<file path="config.mk">
export PLATFORM = sky130hd
export DESIGN_NAME = krt_ctrl
export DESIGN_NICKNAME = d
export VERILOG_FILES = /design/src/design/keyed_record_table_macros.svh /design/src/design/krt_pkg.sv /design/src/design/krt_ctrl.sv
export SDC_FILE = /design/constraint.sdc
export NUM_CORES = 1
export LEC_CHECK = 0
export ABC_CLOCK_PERIOD_IN_PS = 1600
export BUFFER_PORTS_ARGS = -buffer_cell sky130_fd_sc_hd__buf_2
export CORE_AREA = 2 2 39 41
export DETAILED_ROUTE_END_ITERATION = 8
export DIE_AREA = 0 0 41 43
export PLACE_DENSITY_LB_ADDON = 0.05
export REMOVE_ABC_BUFFERS = 1
export SLEW_MARGIN = 10
export SYNTH_ARGS = -nofsm -noshare
export SYNTH_HDL_FRONTEND = slang
export SYNTH_SLANG_ARGS = --single-unit
</file>
<file path="constraint.sdc">
create_clock -name clk -period 1.6 [get_ports clk]
set_clock_uncertainty 0.05 [all_clocks]
set_input_delay 0.32 -clock clk [delete_from_list [all_inputs] [get_ports clk]]
set_output_delay 0.32 -clock clk [all_outputs]
set_load 0.1 [all_outputs]
</file>
<file path="src/design/keyed_record_table_macros.svh">
`ifndef KEYED_RECORD_TABLE_MACROS_SVH
`define KEYED_RECORD_TABLE_MACROS_SVH

// condition that must hold at every edge outside reset
`define KRT_CHECK(lbl, cond) \
  lbl: assert property (@(posedge clk) disable iff (rst) (cond)) \
    else $error("krt check failed");

// trigger in one cycle implies result in the next
`define KRT_CHECK_NEXT(lbl, trig, res) \
  lbl: assert property (@(posedge clk) disable iff (rst) (trig) |=> (res)) \
    else $error("krt sequence check failed");

`endif

</file>
<file path="src/design/krt_pkg.sv">
package krt_pkg;

  localparam int CAPACITY = 64;
  localparam int SLOT_W   = $clog2(CAPACITY);
  localparam int CNT_W    = $clog2(CAPACITY + 1);

  localparam int OP_W     = 2;
  localparam int KEY_W    = 31;
  localparam int PHONE_W  = 31;
  localparam int NAME_W   = 64;
  localparam int STATUS_W = 3;
  localparam int SLOT_OUT_W  = 6;
  localparam int COUNT_OUT_W = 7;
  localparam int CFG_W    = 7;
  localparam int CAP_W    = (CNT_W > CFG_W) ? CNT_W : CFG_W;

  localparam logic [CFG_W-1:0] CAP_RESET = CFG_W'(64);

  typedef enum logic [OP_W-1:0] {
    OP_LOOKUP = 2'd0,
    OP_ADD    = 2'd1,
    OP_REMOVE = 2'd2
  } op_t;

  typedef enum logic [STATUS_W-1:0] {
    ST_FOUND    = 3'd0,
    ST_NOTFOUND = 3'd1,
    ST_ADDED    = 3'd2,
    ST_UPDATED  = 3'd3,
    ST_FULL     = 3'd4,
    ST_REMOVED  = 3'd5
  } status_t;

  typedef enum logic [1:0] {
    SRC_ZERO,
    SRC_REQ,
    SRC_RAM
  } res_src_t;

  typedef enum logic [1:0] {
    S_IDLE,
    S_SCAN,
    S_ACT,
    S_FINISH
  } state_t;

  typedef struct packed {
    logic load;
    logic scan;
    logic act;
    logic finish;
  } krt_cmd_t;

  typedef struct packed {
    logic scan_done;
    logic out_busy;
  } krt_stat_t;

endpackage

</file>
<file path="src/design/krt_ctrl.sv">
module krt_ctrl (
  input  logic               clk,
  input  logic               rst,
  input  logic               in_valid,
  output logic               in_ready,
  input  krt_pkg::krt_stat_t stat,
  output krt_pkg::krt_cmd_t  cmd
);

  krt_pkg::state_t state, state_next;

  always_ff @(posedge clk) begin
    if (rst) begin
      state <= krt_pkg::S_IDLE;
    end else begin
      state <= state_next;
    end
  end

  always_comb begin
    state_next = state;
    cmd        = '0;
    in_ready   = 1'b0;
    case (state)
      krt_pkg::S_IDLE: begin
        in_ready = !rst;
        if (in_valid && !rst) begin
          cmd.load   = 1'b1;
          state_next = krt_pkg::S_SCAN;
        end
      end
      krt_pkg::S_SCAN: begin
        cmd.scan = 1'b1;
        if (stat.scan_done) begin
          state_next = krt_pkg::S_ACT;
        end
      end
      krt_pkg::S_ACT: begin
        cmd.act    = 1'b1;
        state_next = krt_pkg::S_FINISH;
      end
      krt_pkg::S_FINISH: begin
        cmd.finish = 1'b1;
        if (!stat.out_busy) begin
          state_next = krt_pkg::S_IDLE;
        end
      end
      default: begin
        state_next = krt_pkg::S_IDLE;
      end
    endcase
  end

endmodule

</file>
Word level (Yosys, flattened, before mapping)

Index checks and enable logic that the tools add are counted.

Register bits after elaboration: 2
Input bits: 5
Output and inout bits: 5
Logic and storage cells: 21

Mux-type cells: 10
Equal/unequal tests: 6
Reduce and logical (&&, ||, !) cells: 4

Operator list:

| operator                                      | number |
|---|---|
| one-hot mux 2 bit (4 select lines)            | 1 |
| two-way mux 1 bit                             | 6 |
| two-way mux 2 bit                             | 3 |
| inequality test 2 bit, second input constant  | 3 |
| == test 2 bit, second input constant          | 2 |
| AND reduction 3 bit                           | 1 |
| == test 2 x 1 -> 1 bit, second input constant | 1 |
| logical NOT 2 bit                             | 1 |
| logical AND 1 bit                             | 1 |
| logical NOT 1 bit                             | 1 |

Longest topological paths before layout

Depth in word-level cells: 4
Gate-level depth with buffers: 4
Gate-level depth less buffers: 4

Least setup slack after synthesis

No wires, ideal clock.

Path type: reg-to-output
Start: register state[0]
End: output cmd[3] in the netlist's numbering
Stages on the path, launching flop included: 5
Path slack: -1.406 ns
Arrival time: 2.636 ns
Buffers on the path: 0
Data required time: 1.230 ns
Cell sequence: dfxtp_1 -> inv_1 -> ha_1 -> nor2b_1 -> and2_2

RTL lines:

| element                  | line           | RTL |
|---|---|---|
| start: declaration       | krt_ctrl.sv:10 | `krt_pkg::state_t state, state_next;` |
| start signal: assignment | krt_ctrl.sv:14 | `state <= krt_pkg::S_IDLE;` |
| start signal: assignment | krt_ctrl.sv:16 | `state <= state_next;` |
| end: declaration         | krt_ctrl.sv:7  | `output krt_pkg::krt_cmd_t cmd` |

==> reports/metrics.yaml <==
worst_setup_path:
  endpoint: "cmd[3]"
  slowest_delay_ns: 0.32
  r2r_setup_slack_ns: 0.20
  worst_setup_path_end_kind: "primary output"
  reg2reg_from: "state[0]$_SDFFE_PP0P_"
  critPathMaxFanout: 3
  worst-path-buf-inv: 2
  critPathKind: "reg2out"
  start_kind: "flop"
  slowest_stage: "dfxtp_2"
  setup.worst_path.start: "state[1]$_SDFFE_PP0P_"
  r2r_cells: 5
  r2r-end: "state[0]$_SDFFE_PP0P_"
  critPathTopFamily: "flip-flops"
  worstSetupPathDepth: 5
  path_cells: "inv_4 > ha_4 > nor2b_4 > and2_4 > buf_12"
  crit_required_ns: 1.23
  cp_data_arrival_time_ns: 1.19
logic_synthesis:
  synth.avg_cell_area_um2: 9.384
  synth_common_cells: "5 x ha_1, 4 x inv_1, 3 x nand2b_1"
  syn_inst: 20
  yosysWarnings: 0
  synth-edff-count: 0
  synthesis.area_um2: 187.7
  synth-seq-cells: 2
  yosysTopAreaCell: "ha_1"
  synthTopCellsByArea: "ha_1 33%, dfxtp_1 21%, mux2i_1 11%"
  yosysTopAreaCellShare_pct: 33.33
  synth_most_common_cell: "ha_1"
  ys_seq_area_share_pct: 21.33
  synth_top_flop_cell: "dfxtp_1"
  synth-async-reset-ratio_pct: 0
  synth_cell_type_count: 9
sta:
  fin_ws_ns: 0.04370
  fin_crit_sh_pct: 97.27
  fmax_ghz: 0.6425
  finalHoldViolations: 0
  final.min_clock_period_ns: 1.556
  tightestPinTransition_ns: 0.2701
  slew_headroom_pct: 81.99
  setup_viol: 0
  rsz0062_at_grt: "true"
  final_max_slew_viol_count: 0
clock_tree:
  clk_latency_ns: 0.22
  clock_tree.root_cell: "clkbuf_4"
  cts_tree: "yes"
  cts_buffers: 3
  clk_path_buf_depth: 2
  clock-sinks: 2
  clkTransAtPathRegs_ns: 0.03
  htreeDepth: 1
placed_design:
  placed_area_um2: 365.4
  dp_worst_setup_slack_ns: 0.06540
  dp.cells: 50
  gp_congestion: 0.6993
  io_buffers: 9
finish:
  syn2layout_area_growth_pct: 124.7
  layout.nets: 50
  largest_reg_flops: 2
  layout-drive-gt1-share_pct: 65.79
  final_area_um2: 421.7
  largest_register: "state"
  largestRegisters: "state: 2 flops"
  layout.cells.non_filler: 54
  num_antenna_cells: 0
  fill_cells: 153
  post-route-util_pct: 30.47
route:
  viasPerCell: 3.704
  wire_per_inst_um: 9.370
  drc: 0
  vias: 200
  postRouteAntennaNets: 0
  wl_um: 506
  drt_iter0_drc: 4
  drtPass1Iterations: 4
die:
  core_um2: 1384
  num_rows: 14
  fp.dieW_um: 41
  start_util_pct: 13.56
  dieArea_um2: 1763
  dieHeight_um: 43
  io_pins: 10
global_routing:
  grt_max_degree: 6
  grt_pass1_vias: 219
  grt_pass1_wl_um: 876
  grt_overflow: 0
  grt_use_total_pct: 8.308
  antenna_found_initial: 0
flow_run:
  drv_cap: 0
worst_hold_path:
  min-delay-path-class: "in2reg"
run_status:
  run_status: "finished, final reports clean"
==> layer usage <==
layer | vias up | share of wire (%) | global-route usage, % | wire, µm
li1 | 102 | - | - | -
met1 | 91 | 36 | 7.962 | 183
met2 | 7 | 57 | 11.56 | 286
met3 | 0 | 7.1 | 3.141 | 36
met4 | 0 | 0 | 10.00 | 0
met5 | - | 0 | 0 | 0
==> worst min path at each step <==
stage	from	to	slack [ns]	cells after the start
global placement	state[0]$_SDFFE_PP0P_	state[0]$_SDFFE_PP0P_	0.47	2
floorplan	state[1]$_SDFFE_PP0P_	state[1]$_SDFFE_PP0P_	0.43	2
global route	rst	state[1]$_SDFFE_PP0P_	0.42	3
finish	rst	state[1]$_SDFFE_PP0P_	0.41	3
detailed placement	state[0]$_SDFFE_PP0P_	state[0]$_SDFFE_PP0P_	0.47	2
CTS	rst	state[1]$_SDFFE_PP0P_	0.41	3
==> area by class of cell <==
cell class	instances	area [µm²]	share of cell area, %
Sequential cell	2	42.54	10.09
Clock buffer	3	22.52	5.341
Multi-Input combinational cell	14	153.9	36.50
Tap cell	16	20.02	4.748
Inverter	4	17.52	4.154
Timing Repair Buffer	15	165.2	39.17
==> tightest hold or removal path, delay by kind of cell <==
family                 cells  cell delay, ns
buffers and inverters      1            0.14
AND/OR/NAND/NOR            1            0.11
multiplexers               1            0.06
==> layout by cell type, fill, tap and decap left out, drive strengths merged <==
cell type	synthesis	final
buf	0	15
ha	5	5
inv	4	4
nand2b	3	3
clkbuf	0	3
mux2i	2	2
dfxtp	2	2
nor2b	1	1
and2	1	1
a222oi	1	1
o21bai	1	1
==> metrics by stage <==
step / hold WS, ns / TNS (ns)
4_1_cts: 0.4093 / 0
6_report: 0.4072 / 0
5_1_grt: 0.4191 / -0.03634
3_3_place_gp: 0.4692 / 0
3_5_place_dp: 0.4702 / 0
2_1_floorplan: 0.4307 / -2.642
==> timing repair <==
item | in CTS | in global routing
pin swaps | 0 | 2
endpoints found under the setup margin | 3 | 2
endpoints found under the hold margin | 0 | 0
hold buffers | 0 | 0
setup buffers | 1 | 0
gates resized for setup | 9 | 1
==> kinds of logic (layout without fill, tap and decap cells) <==
logic type      Yosys count  count (layout)  synth area share [%]
compound gates            2               2                 9.335
fa+ha+maj                 5               5                 33.33
buf+inv                   4              22                 7.998
flops                     2               2                 21.33
mux                       2               2                 10.67
simple gates              5               5                 17.34
Power is not shown: default switching activity piles up to over one toggle a cycle in this logic, so the estimate is an artifact.
